===== src/rtl/core/nrmc_pkg.sv =====
// Package for the NMEA RMC sentence parser: character codes, register map,
// status codes and the hex digit decoder. No dependencies.
`default_nettype none

package nrmc_pkg;

  // Characters of the sentence framing
  localparam logic [7:0] CHAR_DOLLAR = 8'h24;
  localparam logic [7:0] CHAR_STAR   = 8'h2A;
  localparam logic [7:0] CHAR_COMMA  = 8'h2C;
  localparam logic [7:0] CHAR_ZERO   = 8'h30;
  localparam logic [7:0] CHAR_NINE   = 8'h39;
  localparam logic [7:0] CHAR_EAST   = 8'h45;
  localparam logic [7:0] CHAR_WEST   = 8'h57;

  // Expected header text, one character per header position
  localparam int unsigned HDR_LEN = 5;
  typedef logic [7:0] hdr_text_t [HDR_LEN];
  localparam hdr_text_t HDR_TEXT = '{8'h47, 8'h50, 8'h52, 8'h4D, 8'h43};

  // Register map (index = paddr[3:2])
  localparam logic [1:0] REG_SPEED  = 2'd0;
  localparam logic [1:0] REG_TRACK  = 2'd1;
  localparam logic [1:0] REG_MAGVAR = 2'd2;
  localparam logic [1:0] REG_HEMI   = 2'd3;

  localparam logic [3:0] SPEED_FIELD_RST  = 4'd7;
  localparam logic [3:0] TRACK_FIELD_RST  = 4'd8;
  localparam logic [3:0] MAGVAR_FIELD_RST = 4'd10;
  localparam logic [3:0] HEMI_FIELD_RST   = 4'd11;

  // Result status
  localparam logic [1:0] ST_VALID    = 2'd0;
  localparam logic [1:0] ST_MISMATCH = 2'd1;
  localparam logic [1:0] ST_OTHER    = 2'd2;

  // Direction codes
  localparam logic [1:0] HEMI_EAST = 2'd0;
  localparam logic [1:0] HEMI_WEST = 2'd1;
  localparam logic [1:0] HEMI_BAD  = 2'd2;

  // Hex decoder result for a non-hex character
  localparam logic [4:0] NOT_HEX = 5'd16;

  function automatic logic [4:0] hex_value(input logic [7:0] c);
    logic [7:0] v;
    begin
      v = 8'd0;
      if (c >= 8'h30 && c <= 8'h39) begin
        v = c - 8'h30;
      end else if (c >= 8'h41 && c <= 8'h46) begin
        v = c - 8'h37;
      end else if (c >= 8'h61 && c <= 8'h66) begin
        v = c - 8'h57;
      end else begin
        v = {3'd0, NOT_HEX};
      end
      hex_value = v[4:0];
    end
  endfunction

endpackage

`default_nettype wire


===== src/rtl/core/nmea_rmc_sentence_parser.sv =====
// NMEA RMC sentence parser, top level: stream in/out, APB register port.
// Depends on nrmc_pkg.
//
// The block takes one ASCII character per transfer on the slave stream and
// gives one result per sentence on the master stream, valid once the second
// checksum character has passed through the input register and the sentence
// update into the output register. It takes a character every clock unless stalled:
// the character is captured in an input register and, from there, a single
// shallow update of the sentence state (XOR, comma count, decimal
// accumulators) is made. The only stall is when a sentence finishes while the
// previous result still sits unread in the output register. A '$' always
// restarts a sentence. Registers at byte addresses 0x0, 0x4, 0x8 and 0xC pick
// the comma count after which the speed, track, variation and E/W fields
// begin; write them only while no sentence is in flight.
`default_nettype none

module nmea_rmc_sentence_parser (
  input  wire logic        clk_i,
  input  wire logic        rst_ni,
  // character stream in
  input  wire logic        s_axis_tvalid,
  output logic             s_axis_tready,
  input  wire logic [7:0]  s_axis_tdata,   // [7:0] in_byte
  // result stream out
  output logic             m_axis_tvalid,
  input  wire logic        m_axis_tready,
  // [1:0] status, [2] digit_error, [3] hemisphere_error, [17:4] speed_tenths,
  // [31:18] track_tenths, [46:32] variation_tenths, [54:47] received_sum,
  // [62:55] computed_sum, [63] zero
  output logic [63:0]      m_axis_tdata,
  // APB register port
  input  wire logic        psel,
  input  wire logic        penable,
  input  wire logic        pwrite,
  input  wire logic [3:0]  paddr,
  input  wire logic [31:0] pwdata,
  output logic [31:0]      prdata,
  output logic             pready
);

  typedef enum logic [1:0] {PH_IDLE, PH_BODY, PH_HEX1, PH_HEX2} phase_e;

  // Field selection registers
  logic [3:0] speed_fld_q, track_fld_q, magvar_fld_q, hemi_fld_q;

  // Input register
  logic       in_vld_q;
  logic [7:0] in_byte_q;

  // Sentence state
  phase_e      phase_q, phase_d;
  logic [2:0]  hdr_pos_q, hdr_pos_d;
  logic        hdr_match_q, hdr_match_d;
  logic [7:0]  xor_q, xor_d;
  logic [3:0]  comma_q, comma_d;
  logic [2:0]  char_q, char_d;
  logic [13:0] speed_acc_q, speed_acc_d;
  logic [13:0] track_acc_q, track_acc_d;
  logic [13:0] var_acc_q, var_acc_d;
  logic [1:0]  hemi_q, hemi_d;
  logic        dbad_q, dbad_d;
  logic [4:0]  hi_nib_q, hi_nib_d;

  // Output register
  logic        out_vld_q;
  logic [63:0] out_data_q, out_data_d;
  logic        out_load;

  logic proc_ok, proc_fire, cfg_wr;

  // A character can be processed unless it may finish a sentence while the
  // output register is still full.
  assign proc_ok   = !out_vld_q || m_axis_tready || (phase_q != PH_HEX2);
  assign proc_fire = in_vld_q && proc_ok;
  assign s_axis_tready = !in_vld_q || proc_ok;

  assign m_axis_tvalid = out_vld_q;
  assign m_axis_tdata  = out_data_q;

  assign pready = 1'b1;
  assign cfg_wr = psel && penable && pwrite;

  always_comb begin
    unique case (paddr[3:2])
      nrmc_pkg::REG_SPEED:  prdata = {28'd0, speed_fld_q};
      nrmc_pkg::REG_TRACK:  prdata = {28'd0, track_fld_q};
      nrmc_pkg::REG_MAGVAR: prdata = {28'd0, magvar_fld_q};
      nrmc_pkg::REG_HEMI:   prdata = {28'd0, hemi_fld_q};
      default:              prdata = 32'd0;
    endcase
  end

  // Per-character update
  always_comb begin
    logic [7:0]  c;
    logic        num_cur, hemi_cur, is_digit;
    logic [3:0]  cnt_n, dval;
    logic [13:0] wval;
    logic [4:0]  lo_nib;
    logic [7:0]  rx;
    logic [1:0]  st;
    logic [14:0] var_s;

    c        = in_byte_q;
    num_cur  = (comma_q == speed_fld_q) || (comma_q == track_fld_q) ||
               (comma_q == magvar_fld_q);
    hemi_cur = (comma_q == hemi_fld_q);
    is_digit = (c >= nrmc_pkg::CHAR_ZERO) && (c <= nrmc_pkg::CHAR_NINE);
    dval     = is_digit ? c[3:0] : 4'd0;
    cnt_n    = (comma_q != 4'd15) ? comma_q + 4'd1 : comma_q;
    lo_nib   = nrmc_pkg::hex_value(c);
    rx       = 8'd0;
    st       = nrmc_pkg::ST_VALID;
    var_s    = 15'd0;

    case (char_q)
      3'd0:    wval = {10'd0, dval} * 14'd1000;
      3'd1:    wval = {10'd0, dval} * 14'd100;
      3'd2:    wval = {10'd0, dval} * 14'd10;
      default: wval = {10'd0, dval};
    endcase

    phase_d     = phase_q;
    hdr_pos_d   = hdr_pos_q;
    hdr_match_d = hdr_match_q;
    xor_d       = xor_q;
    comma_d     = comma_q;
    char_d      = char_q;
    speed_acc_d = speed_acc_q;
    track_acc_d = track_acc_q;
    var_acc_d   = var_acc_q;
    hemi_d      = hemi_q;
    dbad_d      = dbad_q;
    hi_nib_d    = hi_nib_q;
    out_load    = 1'b0;
    out_data_d  = out_data_q;

    if (c == nrmc_pkg::CHAR_DOLLAR) begin
      phase_d     = PH_BODY;
      hdr_pos_d   = 3'd0;
      hdr_match_d = 1'b1;
      xor_d       = 8'd0;
      comma_d     = 4'd0;
      char_d      = 3'd0;
      speed_acc_d = 14'd0;
      track_acc_d = 14'd0;
      var_acc_d   = 14'd0;
      hemi_d      = nrmc_pkg::HEMI_EAST;
      dbad_d      = 1'b0;
      hi_nib_d    = 5'd0;
    end else begin
      unique case (phase_q)
        PH_IDLE: begin
        end
        PH_BODY: begin
          if (c == nrmc_pkg::CHAR_STAR) begin
            // close the last field
            if (num_cur && char_q >= 3'd1 && char_q <= 3'd4) dbad_d = 1'b1;
            if (hemi_cur && char_q == 3'd0) hemi_d = nrmc_pkg::HEMI_BAD;
            phase_d = PH_HEX1;
          end else begin
            xor_d = xor_q ^ c;
            if (hdr_pos_q < 3'(nrmc_pkg::HDR_LEN)) begin
              if (c != nrmc_pkg::HDR_TEXT[hdr_pos_q]) hdr_match_d = 1'b0;
              hdr_pos_d = hdr_pos_q + 3'd1;
            end
            if (c == nrmc_pkg::CHAR_COMMA) begin
              // close current field, then open the next (open wins on reuse)
              if (num_cur && char_q >= 3'd1 && char_q <= 3'd4) dbad_d = 1'b1;
              if (hemi_cur && char_q == 3'd0) hemi_d = nrmc_pkg::HEMI_BAD;
              comma_d = cnt_n;
              if (cnt_n == speed_fld_q)  speed_acc_d = 14'd0;
              if (cnt_n == track_fld_q)  track_acc_d = 14'd0;
              if (cnt_n == magvar_fld_q) var_acc_d   = 14'd0;
              if (cnt_n == hemi_fld_q)   hemi_d      = nrmc_pkg::HEMI_EAST;
              char_d = 3'd0;
            end else begin
              if (char_q < 3'd5) begin
                if (num_cur && char_q != 3'd3) begin
                  if (!is_digit) dbad_d = 1'b1;
                  if (comma_q == speed_fld_q)  speed_acc_d = speed_acc_q + wval;
                  if (comma_q == track_fld_q)  track_acc_d = track_acc_q + wval;
                  if (comma_q == magvar_fld_q) var_acc_d   = var_acc_q + wval;
                end
                if (hemi_cur && char_q == 3'd0) begin
                  if (c == nrmc_pkg::CHAR_EAST)      hemi_d = nrmc_pkg::HEMI_EAST;
                  else if (c == nrmc_pkg::CHAR_WEST) hemi_d = nrmc_pkg::HEMI_WEST;
                  else                               hemi_d = nrmc_pkg::HEMI_BAD;
                end
              end
              if (char_q != 3'd7) char_d = char_q + 3'd1;
            end
          end
        end
        PH_HEX1: begin
          hi_nib_d = lo_nib;
          phase_d  = PH_HEX2;
        end
        PH_HEX2: begin
          if (hi_nib_q == nrmc_pkg::NOT_HEX) rx = 8'd0;
          else if (lo_nib == nrmc_pkg::NOT_HEX) rx = {4'd0, hi_nib_q[3:0]};
          else rx = {hi_nib_q[3:0], lo_nib[3:0]};

          if (hdr_pos_q != 3'(nrmc_pkg::HDR_LEN) || !hdr_match_q) st = nrmc_pkg::ST_OTHER;
          else if (rx != xor_q) st = nrmc_pkg::ST_MISMATCH;
          else st = nrmc_pkg::ST_VALID;

          var_s = (hemi_q == nrmc_pkg::HEMI_WEST) ? 15'd0 - {1'b0, var_acc_q}
                                                  : {1'b0, var_acc_q};
          if (st == nrmc_pkg::ST_VALID) begin
            out_data_d = {1'b0, xor_q, rx, var_s, track_acc_q, speed_acc_q,
                          (hemi_q == nrmc_pkg::HEMI_BAD), dbad_q, st};
          end else begin
            out_data_d = {1'b0, xor_q, rx, 15'd0, 14'd0, 14'd0, 1'b0, 1'b0, st};
          end
          out_load = 1'b1;
          phase_d  = PH_IDLE;
        end
        default: begin
        end
      endcase
    end
  end

  always_ff @(posedge clk_i or negedge rst_ni) begin
    if (!rst_ni) begin
      speed_fld_q  <= nrmc_pkg::SPEED_FIELD_RST;
      track_fld_q  <= nrmc_pkg::TRACK_FIELD_RST;
      magvar_fld_q <= nrmc_pkg::MAGVAR_FIELD_RST;
      hemi_fld_q   <= nrmc_pkg::HEMI_FIELD_RST;
      in_vld_q     <= 1'b0;
      in_byte_q    <= 8'd0;
      phase_q      <= PH_IDLE;
      hdr_pos_q    <= 3'd0;
      hdr_match_q  <= 1'b1;
      xor_q        <= 8'd0;
      comma_q      <= 4'd0;
      char_q       <= 3'd0;
      speed_acc_q  <= 14'd0;
      track_acc_q  <= 14'd0;
      var_acc_q    <= 14'd0;
      hemi_q       <= nrmc_pkg::HEMI_EAST;
      dbad_q       <= 1'b0;
      hi_nib_q     <= 5'd0;
      out_vld_q    <= 1'b0;
      out_data_q   <= 64'd0;
    end else begin
      if (cfg_wr) begin
        unique case (paddr[3:2])
          nrmc_pkg::REG_SPEED:  speed_fld_q  <= pwdata[3:0];
          nrmc_pkg::REG_TRACK:  track_fld_q  <= pwdata[3:0];
          nrmc_pkg::REG_MAGVAR: magvar_fld_q <= pwdata[3:0];
          nrmc_pkg::REG_HEMI:   hemi_fld_q   <= pwdata[3:0];
          default: begin
          end
        endcase
      end

      // input register
      if (s_axis_tvalid && s_axis_tready) begin
        in_vld_q  <= 1'b1;
        in_byte_q <= s_axis_tdata;
      end else if (proc_fire) begin
        in_vld_q  <= 1'b0;
      end

      // sentence state
      if (proc_fire) begin
        phase_q     <= phase_d;
        hdr_pos_q   <= hdr_pos_d;
        hdr_match_q <= hdr_match_d;
        xor_q       <= xor_d;
        comma_q     <= comma_d;
        char_q      <= char_d;
        speed_acc_q <= speed_acc_d;
        track_acc_q <= track_acc_d;
        var_acc_q   <= var_acc_d;
        hemi_q      <= hemi_d;
        dbad_q      <= dbad_d;
        hi_nib_q    <= hi_nib_d;
      end

      // output register
      if (proc_fire && out_load) begin
        out_vld_q  <= 1'b1;
        out_data_q <= out_data_d;
      end else if (m_axis_tready) begin
        out_vld_q  <= 1'b0;
      end
    end
  end

  // A new result never overwrites one that is still waiting.
  a_no_overwrite: assert property (@(posedge clk_i) disable iff (!rst_ni)
    !(proc_fire && out_load && out_vld_q && !m_axis_tready))
    else $error("result overwritten while stalled");

  // After a result is produced the parser waits for the next '$'.
  a_idle_after_result: assert property (@(posedge clk_i) disable iff (!rst_ni)
    (proc_fire && out_load) |=> (phase_q == PH_IDLE))
    else $error("parser not idle after result");

  // Header position never runs past the header length.
  a_hdr_pos: assert property (@(posedge clk_i) disable iff (!rst_ni)
    hdr_pos_q <= 3'(nrmc_pkg::HDR_LEN))
    else $error("header position out of range");

  // Accumulators stay within four decimal digits.
  a_acc_range: assert property (@(posedge clk_i) disable iff (!rst_ni)
    (speed_acc_q <= 14'd9999) && (track_acc_q <= 14'd9999) && (var_acc_q <= 14'd9999))
    else $error("accumulator out of range");

  // A shown result never carries the unused status code.
  a_status_code: assert property (@(posedge clk_i) disable iff (!rst_ni)
    out_vld_q |-> (out_data_q[1:0] != 2'd3))
    else $error("bad status code");

endmodule

`default_nettype wire

===== config.mk =====
export PLATFORM = sky130hd
export DESIGN_NAME = nmea_rmc_sentence_parser
export DESIGN_NICKNAME = d
export VERILOG_FILES = /design/src/rtl/core/nrmc_pkg.sv /design/src/rtl/core/nmea_rmc_sentence_parser.sv
export SDC_FILE = /design/constraint.sdc
export NUM_CORES = 1
export LEC_CHECK = 0
export ABC_AREA = 1
export ABC_CLOCK_PERIOD_IN_PS = 12650
export BUFFER_PORTS_ARGS = -buffer_cell sky130_fd_sc_hd__buf_2
export CAP_MARGIN = 25
export CORE_UTILIZATION = 30
export CTS_BUF_LIST = sky130_fd_sc_hd__clkbuf_8
export DETAILED_ROUTE_END_ITERATION = 10
export PLACE_DENSITY = 0.56
export SLEW_MARGIN = 20
export SYNTH_ARGS = -nofsm -noshare
export SYNTH_HDL_FRONTEND = slang
export SYNTH_SLANG_ARGS = --single-unit

===== constraint.sdc =====
create_clock -name clk_i -period 12.65 [get_ports clk_i]
set_input_delay 1.265 -clock clk_i [delete_from_list [all_inputs] [get_ports clk_i]]
set_output_delay 1.265 -clock clk_i [all_outputs]
set_load 0.01 [all_outputs]

==> results.ini, run 1 <==
[run_status]
outcome = finished clean

[logic_synthesis]
synth_cells = 1456
synth_edf_count = 0
synthFlopType = dfrtp_1
synth.avg_cell_area_um2 = 7.62
async_reset_ff_share_pct = 100
yosysWarnings = 0
syn_area_um2 = 11100
seq_area_frac_synth_pct = 36.2
synth.distinct_cells = 52
ys_seq_elements = 160

[layout]
antenna_cells = 0
fin_area_um2 = 12300
syn_to_final_growth_pct = 10.4
layout-drive-gt1-share_pct = 11.7
seq_area_um2 = 4020
filler_cell_count = 3871
fin_nets = 1661
multi_input_area_um2 = 6150
post-route-util_pct = 33.5
stdcell_count = 2012

[grt]
grt_max_degree = 88
grt_pass1_vias = 9566
grt-ovfl-total = 0
antenna_found_initial = 0
grt_pass1_wl_um = 50000
track_usage_pct = 16.5

[floorplanning]
core_area_um2 = 36500
die_h_um = 194
io_pins = 150
start_util_pct = 30.4
rows = 70
die_area_um2 = 37800
chipWidth_um = 194

[clocking]
clk_pin_slew_ps = 90
cts_root_buf = clkbuf_8
cts_buffers = 17
cts_tree = done
hold_buffers = 0
ctsLongestPathBuffers = 2
h-tree-depth = 4
clk_latency_ps = 490
postCtsSetupBuffers = 0
clkSinkCount = 160
cts_resized = 0

[sta]
setup_violations = 0
worst_pin_slew_ps = 1070
grt_setup_unrepaired = false
slew_viol_final = 0
finalSetupTns_ps = 0
hold_viol = 0
post-route-min-period_ps = 5820
period_share_pct = 46.0
relSlewSlack_pct = 28.1
clock_skew_ps = 21.4
fmax_mhz = 172

[worst_hold_path]
min_path_cells = 2
hp-class = register to register
min_from = m_axis_tdata[44]
min_to = m_axis_tdata[44]

[setup_path]
regToRegEndpoint = track_acc_q[13]
crit_path_frequent_cell = nand2_1
critPathMaxFanout = 11
crit_start = in_byte_q[1]
critPathKind = register to register
endpoint_kind = register
slowest_delay_ps = 820
worst_setup_path_start_kind = register
worstPathArrival_ps = 6200
cp_slowest_cell = o21ai_0
regToRegSetupSlack_ps = 6830
r2r_cells = 26
required_ps = 13030
rr_startpoint = in_byte_q[1]

[route]
via_count = 9608
drc_errors = 0
viasPerCell = 4.78
ant_nets = 0
drt_iter0_drc = 580
finalWirelength_um = 29700
dr.pass1.iters = 6
wire_per_inst_um = 14.7

[pwr]
power_per_cell_area_nw_per_um2 = 120
irDropWorstVdd_mv = 0.0583
cellLeakagePower_nw = 6.55

[placed_design]
place_congestion = 0.886
dp_hpwl_um = 22000
placed_area_um2 = 11800
placedCellCount = 1979
portBuffers = 89

[job]
drv_cap = 0

power breakdown:
group          internal (mW)  switching (mW)
Clock                  0.161           0.224
Sequential             0.587          0.0676
Combinational          0.138           0.289
Total                  0.886           0.581
kinds of logic (layout without fill, tap and decap cells):
kind of cell | after synthesis | in the layout | share of synthesized area, %
flops | 160 | 160 | 36.2
mux | 1 | 1 | 0.101
simple gates | 719 | 719 | 28.9
xor+xnor | 69 | 69 | 5.45
fa+ha+maj | 79 | 79 | 9.52
compound gates | 205 | 205 | 10.3
other cells | 2 | 30 | 0.0677
buf+inv | 221 | 281 | 9.42
synth_stat cells, types with 6 or more instances:
master     number  area share, %
a21oi_1        53            2.4
a31oi_1        11           0.62
buf_2          14           0.63
buf_4          31            2.1
buf_6          10            1.0
clkbuf_1       12           0.41
dfrtp_1       150             34
dfstp_2        10            2.4
fa_1            9            1.6
ha_1           70            7.9
inv_1         144            4.9
inv_2           7           0.24
nand2_1       427             14
nand2_2         8           0.45
nand3_1        85            3.8
nand3_2         7           0.63
nand3b_1        9           0.61
nand4_1        66            3.7
nor2_1         89            3.0
nor3_1         12           0.54
o2111ai_1       6           0.47
o21ai_0        96            4.3
o21ai_1         6           0.27
o22ai_1         8           0.45
xnor2_1        21            1.7
xor2_1         48            3.8
per-stage QoR:
stage / setup WS, ps / hold WS (ps) / power, mW
after global routing: 6330 / 507 / 1.58
final: 6830 / 481 / 1.47
after global placement: 6910 / 460 / 1.08
after detailed placement: 6920 / 462 / 1.09
after CTS: 6900 / 487 / 1.49
after floorplan: 8000 / 448 / 0.965
area by class of cell:
type	instances	share of cell area (%)
multi-input combinational	1103	50.2
sequential	160	32.8
tap	468	4.78
inverter	154	4.77
timing repair buffer	95	4.38
clock buffer	17	1.91
clock inverter	15	1.22
layer usage:
metal / vias to the layer above / share of wire (%) / global-route usage, %
li1: 4896 / - / -
met1: 4489 / 49 / 22.5
met2: 202 / 45 / 26.7
met3: 21 / 4.5 / 2.83
met4: 0 / 1.3 / 4.67
met5: - / 0 / 0
cells in the final DEF, fill, tap and decap left out, types with 8 or more instances in the layout:
cell type / n
ha_1: 70
fa_1: 9
nand3b_1: 9
xnor2_1: 21
nand3_1: 85
o22ai_1: 8
dfrtp_1: 150
xor2_1: 48
conb_1: 30
a21oi_1: 53
nand2_1: 427
buf_2: 88
nand2_2: 8
dfstp_2: 10
o21ai_0: 96
clkbuf_8: 17
nor2_1: 88
nand4_1: 66
nor3_1: 12
a31oi_1: 11
inv_1: 145
state kept, by name (all words and copies together), names as in the netlist, 4 cells and up:
register      cells
track_acc_q      14
in_byte_q         8
magvar_fld_q      4
speed_fld_q       4
speed_acc_q      14
hi_nib_q          5
track_fld_q       4
hemi_fld_q        4
xor_q             8
comma_q           4
m_axis_tdata     63
var_acc_q        14
how the worst max path moves through the flow:
stage / end / slack, ps
2_1_floorplan: track_acc_q[12] / 8000
3_3_place_gp: track_acc_q[13] / 6910
3_5_place_dp: track_acc_q[13] / 6920
4_1_cts: track_acc_q[13] / 6900
5_1_grt: track_acc_q[13] / 6330
6_report: track_acc_q[13] / 6830
worst max-delay path, delay by kind of cell, from the launching register on:
kind	cells	cell delay (ps)
AND/OR/NAND/NOR	14	1770
adder cells (fa/ha/maj)	4	1710
AO/OA/AOI/OAI	2	900
buffers and inverters	5	650
flip-flops	1	530
XOR/XNOR	1	140
Power figures use the tool's default switching activity.
==> run 2: changes to the inputs <==
--- a/config.mk
+++ b/config.mk
@@ -5,8 +5,8 @@
 export SDC_FILE = /design/constraint.sdc
 export NUM_CORES = 1
 export LEC_CHECK = 0
-export ABC_AREA = 1
-export ABC_CLOCK_PERIOD_IN_PS = 12650
+export ABC_AREA = 0
+export ABC_CLOCK_PERIOD_IN_PS = 6000
 export BUFFER_PORTS_ARGS = -buffer_cell sky130_fd_sc_hd__buf_2
 export CAP_MARGIN = 25
 export CORE_UTILIZATION = 30
==> constraint.sdc (replaced) <==
create_clock -name clk_i -period 6 [get_ports clk_i]
set_input_delay 0.6 -clock clk_i [delete_from_list [all_inputs] [get_ports clk_i]]
set_output_delay 0.6 -clock clk_i [all_outputs]
set_load 0.01 [all_outputs]
==> run 2 against run 1 <==
Effect of this change: synthesized cell count down 24%; cell area down 2.2%; critical path depth down 1; die area down 4.3%; total power up 110%; first-iteration DRC count up 2.2%; highest routed layer is now met5; area after synthesis down 4.4%; via count down 13%; sequential share of layout area up 0.75 points; clock skew up 2.7 ps; wire length down 8.8%; sequential cell count unchanged.
==> results.ini, run 2 <==
[logic_synthesis]
async_reset_ff_share_pct = 100
synthFlopType = dfrtp_1
ys_seq_elements = 160
yosysWarnings = 0
yosys-top-cells-count = 150 x dfrtp_1, 141 x nand2_1, 70 x ha_1
synth_edf_count = 0
syn_area_um2 = 10600
yosys-top-cells-area = dfrtp_1 35%, ha_1 8.3%, nand2_1 5.0%
synth.most_common_cell = dfrtp_1
synth.avg_cell_area_um2 = 9.57
synth.distinct_cells = 78
synth_top_area_cell = dfrtp_1
seq_area_frac_synth_pct = 37.9
netlist.area_leader.share_pct = 35.4
synth_cells = 1108

[clocking]
cts_buffers = 17
clkSinkCount = 160
h-tree-depth = 4
clk_pin_slew_ps = 90
cts_root_buf = clkbuf_8
ctsLongestPathBuffers = 2
cts_tree = done
postCtsSetupBuffers = 0
clk_latency_ps = 490

[setup_path]
critPathKind = register to register
cp_slowest_cell = fa_1
required_ps = 6420
endpoint_kind = register
crit_path_frequent_cell = ha_1
critPathMaxFanout = 12
worstPathArrival_ps = 5920
worst_setup_path_start_kind = register
slowest_delay_ps = 490

[grt]
grt_pass1_wl_um = 44700
grt-ovfl-total = 0
grt_max_degree = 95
grt_pass1_vias = 8249
track_usage_pct = 15.8
antenna_found_initial = 1

[sta]
setup_violations = 0
post-route-min-period_ps = 5500
fmax_mhz = 182
hold_viol = 0
finalSetupTns_ps = 0
slew_viol_final = 0
worst_pin_slew_ps = 1050
clock_skew_ps = 24.0
relSlewSlack_pct = 29.2
period_share_pct = 91.7
grt_setup_unrepaired = false

[floorplanning]
chipWidth_um = 190
rows = 68
core_area_um2 = 34600
io_pins = 150
die_h_um = 190
die_area_um2 = 36100
start_util_pct = 30.6

[route]
viasPerCell = 5.05
via_count = 8387
finalWirelength_um = 27100
drc_errors = 0
dr.pass1.iters = 5
wire_per_inst_um = 16.3
drt_iter0_drc = 593
ant_nets = 0

[pwr]
power_per_cell_area_nw_per_um2 = 256
cellLeakagePower_nw = 5.79
irDropWorstVdd_mv = 0.158

[placed_design]
place_congestion = 0.863
portBuffers = 89
dp_hpwl_um = 20200

[layout]
final_common_cell = dfrtp_1
largest_reg_flops = 63
fin_nets = 1323
filler_cell_count = 3555
post-route-util_pct = 34.6
layout-drive-gt1-share_pct = 17.7
antenna_cells = 0
syn_to_final_growth_pct = 12.9
layout_common_cells = 149 x dfrtp_1, 141 x nand2_1, 88 x buf_2

[job]
drv_cap = 0

[worst_hold_path]
hp-class = input port to async pin

[run_status]
outcome = finished clean

[run 2: cell count changes in the layout (fill, tap and decap cells not counted), moves of 20 or more]
cell / previous run / this run
xnor2_1: 21 / 53
nand3_1: 85 / 37
o31ai_1: 5 / 27
mux2_2: 1 / 25
nand4_1: 66 / 9
inv_1: 145 / 43
nor2_1: 88 / 60
nand2_1: 427 / 141
buf_4: 4 / 24
o21ai_0: 96 / 50
a22o_1: 0 / 56
[run 2: cell families after synthesis]
group	share of synthesized area, %
other	0.0708
adder cells (fa/ha/maj)	10.1
buffers and inverters	6.18
flip-flops	37.9
AO/OA/AOI/OAI	19.3
AND/OR/NAND/NOR	15.3
multiplexers	3.94
XOR/XNOR	7.27
[run 2: worst paths after layout]
check                            startpoint          endpoint  slack (ps)  depth (start not counted)
hold reg to reg            m_axis_tdata[51]  m_axis_tdata[51]         470                          2
setup reg to reg               in_byte_q[0]   track_acc_q[13]         500                         25
min in group clk_i            m_axis_tready     m_axis_tvalid         310                          2
setup / recovery               in_byte_q[0]   track_acc_q[13]         500                         25
hold / removal                       rst_ni  m_axis_tdata[36]         160                          1
max in group asynchronous            rst_ni  m_axis_tdata[30]        4450                          2
[run 2: final cells by class]
cell class | instances | area (µm²) | area share [%]
multi-input cells | 856 | 6080 | 50.7
flip-flops and latches | 160 | 4020 | 33.5
repair buffers | 115 | 663 | 5.54
well taps | 455 | 569 | 4.75
clock buffers | 20 | 275 | 2.30
clock inverters | 12 | 215 | 1.80
inverters | 43 | 161 | 1.35
[run 2: metal layers]
metal	wire [µm]	up-vias	share of wire, %	global-route usage (%)
met1	12900	4047	48	21.5
met3	1100	28	4.1	3.17
li1	-	4132	-	-
met2	12500	178	46	24.8
met4	531	2	2.0	5.18
met5	10	-	0.037	0
[run 2: where the power goes]
| part | total, mW | leakage, nW | switching, mW | internal [mW] |
|---|---|---|---|---|
| clock | 0.990 | 0.255 | 0.423 | 0.568 |
| sequential | 1.35 | 2.11 | 0.159 | 1.19 |
| combinational | 0.718 | 3.42 | 0.420 | 0.297 |
| total | 3.06 | 5.79 | 1.00 | 2.06 |
[run 2: repair_timing]
item,CTS,global route
hold buffers,0,0
endpoints found under the setup margin,0,3
resized for setup,0,6
[run 2: critical path, delay by kind of cell (launching register included)]
kind | cells | cell delay, ps
adders and majority gates | 5 | 1600
and+or+nand+nor | 6 | 1300
AOI/OAI and AO/OA | 8 | 1200
buffers and inverters | 4 | 590
DFF | 1 | 430
xor gates and xnor gates | 2 | 320
[run 2: stage by stage]
step	power, mW	instance area, µm²	worst slack [ps]	cells	hold WS (ps)
6_report	3.06	12000	496	1661	157
5_1_grt	3.25	12000	44.2	1661	216
4_1_cts	3.09	11900	296	1661	199
3_5_place_dp	2.08	11500	323	1629	455
3_3_place_gp	2.07	11400	348	1627	451
2_1_floorplan	1.88	10700	378	1136	304
==> run 3: changes to the inputs <==
--- a/config.mk
+++ b/config.mk
@@ -9,10 +9,12 @@
 export ABC_CLOCK_PERIOD_IN_PS = 6000
 export BUFFER_PORTS_ARGS = -buffer_cell sky130_fd_sc_hd__buf_2
 export CAP_MARGIN = 25
-export CORE_UTILIZATION = 30
+export CELL_PAD_IN_SITES_DETAIL_PLACEMENT = 0
+export CELL_PAD_IN_SITES_GLOBAL_PLACEMENT = 1
+export CORE_UTILIZATION = 46
 export CTS_BUF_LIST = sky130_fd_sc_hd__clkbuf_8
 export DETAILED_ROUTE_END_ITERATION = 10
-export PLACE_DENSITY = 0.56
+export PLACE_DENSITY = 0.92
 export SLEW_MARGIN = 20
 export SYNTH_ARGS = -nofsm -noshare
 export SYNTH_HDL_FRONTEND = slang
==> run 3 against run 2 <==
Effect of this change: sequential power hardly changed; register-to-register slack worse by 130 ps; sequential share of layout area is 1.0 points higher; largest power group unchanged.
==> results.ini, run 3 (synthesized netlist as in run 2, its figures left out) <==
[sta]
finalSetupTns_ps = 0
period_share_pct = 93.9
hold_viol = 0
relSlewSlack_pct = 31.4
fmax_mhz = 178
post-route-min-period_ps = 5630
setup_ws_ps = 367
worst_pin_slew_ps = 1020
setup_violations = 0
clock_skew_ps = 15.5
slew_viol_final = 0
grt_setup_unrepaired = false

[layout]
antenna_cells = 0
syn_to_final_growth_pct = 9.60
filler_cell_count = 2104
fin_nets = 1322
largest_reg_flops = 63
final_common_cell = dfrtp_1
layout_common_cells = 150 x dfrtp_1, 141 x nand2_1, 88 x buf_2
layout-drive-gt1-share_pct = 17.5

[route]
dr.pass1.iters = 5
finalWirelength_um = 24600
drt_iter0_drc = 473
wire_per_inst_um = 16.5
ant_nets = 0
drc_errors = 0
viasPerCell = 5.65
via_count = 8424

[setup_path]
worst_setup_path_start_kind = register
critPathKind = register to register
worstPathCellList = inv_1 > ha_1 > o21bai_1 > a21o_1 > nor2_1 > ha_1 > xnor2_1 > inv_1 > fa_1 > inv_1 > ha_1 > o21ai_0 > o21ai_0 > o22ai_1 > ha_1 > a21o_1 > a2111oi_2 > nor3_1 > a2111oi_2 > xor2_1 > nand3b_1 > o21ai_1
worstPathArrival_ps = 5990
required_ps = 6350
crit_path_frequent_cell = ha_1
cp_slowest_cell = fa_1
endpoint_kind = register
critPathMaxFanout = 7
slowest_delay_ps = 550

[job]
drv_cap = 0

[clocking]
clk_latency_ps = 470
cts_root_buf = clkbuf_8
clkSinkCount = 160
postCtsSetupBuffers = 0
ctsLongestPathBuffers = 2
cts_resized = 0
clk_pin_slew_ps = 100
cts_buffers = 17
hold_buffers = 0
h-tree-depth = 4
cts_tree = done

[placed_design]
place_ws_ps = 297
portBuffers = 89
place_congestion = 0.846
dp_hpwl_um = 18100

[pwr]
power_per_cell_area_nw_per_um2 = 244
power.total_mw = 2.83
cellLeakagePower_nw = 5.71
irDropWorstVdd_mv = 0.166

[floorplanning]
die_h_um = 154
start_util_pct = 46.9
rows = 55
chipWidth_um = 154
die_area_um2 = 23700
core_area_um2 = 22600
io_pins = 150

[grt]
antenna_found_initial = 0
track_usage_pct = 21.6
grt_pass1_wl_um = 41000
grt-ovfl-total = 0
grt_pass1_vias = 8116
grt_max_degree = 88

[worst_hold_path]
hp-class = input port to async pin

[run_status]
outcome = finished clean

## run 3: metal layers
| metal | track usage (%) | wire length [µm] | vias to the layer above |
|---|---|---|---|
| met5 | 0 | 0 | - |
| met4 | 6.86 | 418 | 0 |
| met3 | 3.86 | 903 | 29 |
| met2 | 35.5 | 11900 | 188 |
| met1 | 28.9 | 11400 | 4097 |
| li1 | - | - | 4110 |
## run 3: final timing paths
check,startpoint,endpoint,slack (ps),cells after the start
min in group clk_i,m_axis_tready,m_axis_tvalid,330,2
max,in_byte_q[0],speed_acc_q[13],370,22
min reg2reg,m_axis_tdata[52],m_axis_tdata[52],470,2
max reg2reg,in_byte_q[0],speed_acc_q[13],370,22
max in group asynchronous,rst_ni,hdr_match_q,4670,3
min,rst_ni,m_axis_tdata[10],170,1
## run 3: layout make-up
| cell class | count | area, µm² | area share, % |
|---|---|---|---|
| flip-flops and latches | 160 | 4020 | 34.5 |
| repair buffers | 114 | 676 | 5.81 |
| clock inverters | 15 | 133 | 1.14 |
| multi-input cells | 856 | 6050 | 52.0 |
| clock buffers | 17 | 234 | 2.01 |
| inverters | 43 | 161 | 1.39 |
| well taps | 285 | 357 | 3.07 |
## run 3: metrics by stage
step / std cells / instance area (µm²) / utilization [%] / hold WS [ps]
3_5_place_dp: 1455 / 11200 / 49.4 / 451
3_3_place_gp: 1455 / 11200 / 49.4 / 448
4_1_cts: 1487 / 11600 / 51.1 / 191
5_1_grt: 1490 / 11600 / 51.4 / 221
6_report: 1490 / 11600 / 51.4 / 173
2_1_floorplan: 1136 / 10700 / - / 304
## run 3: power by group
part | switching, mW | internal (mW) | total (mW) | leakage [nW]
clock network | 0.444 | 0.332 | 0.776 | 0.185
logic | 0.411 | 0.297 | 0.708 | 3.41
registers | 0.156 | 1.19 | 1.35 | 2.11
## run 3: critical path: cells and delay by family (launching register included)
kind / cells / cell delay [ps]
compound gates: 9 / 2100
flops: 1 / 470
buf+inv: 3 / 350
simple gates: 3 / 300
xor+xnor: 2 / 530
fa+ha+maj: 5 / 1770
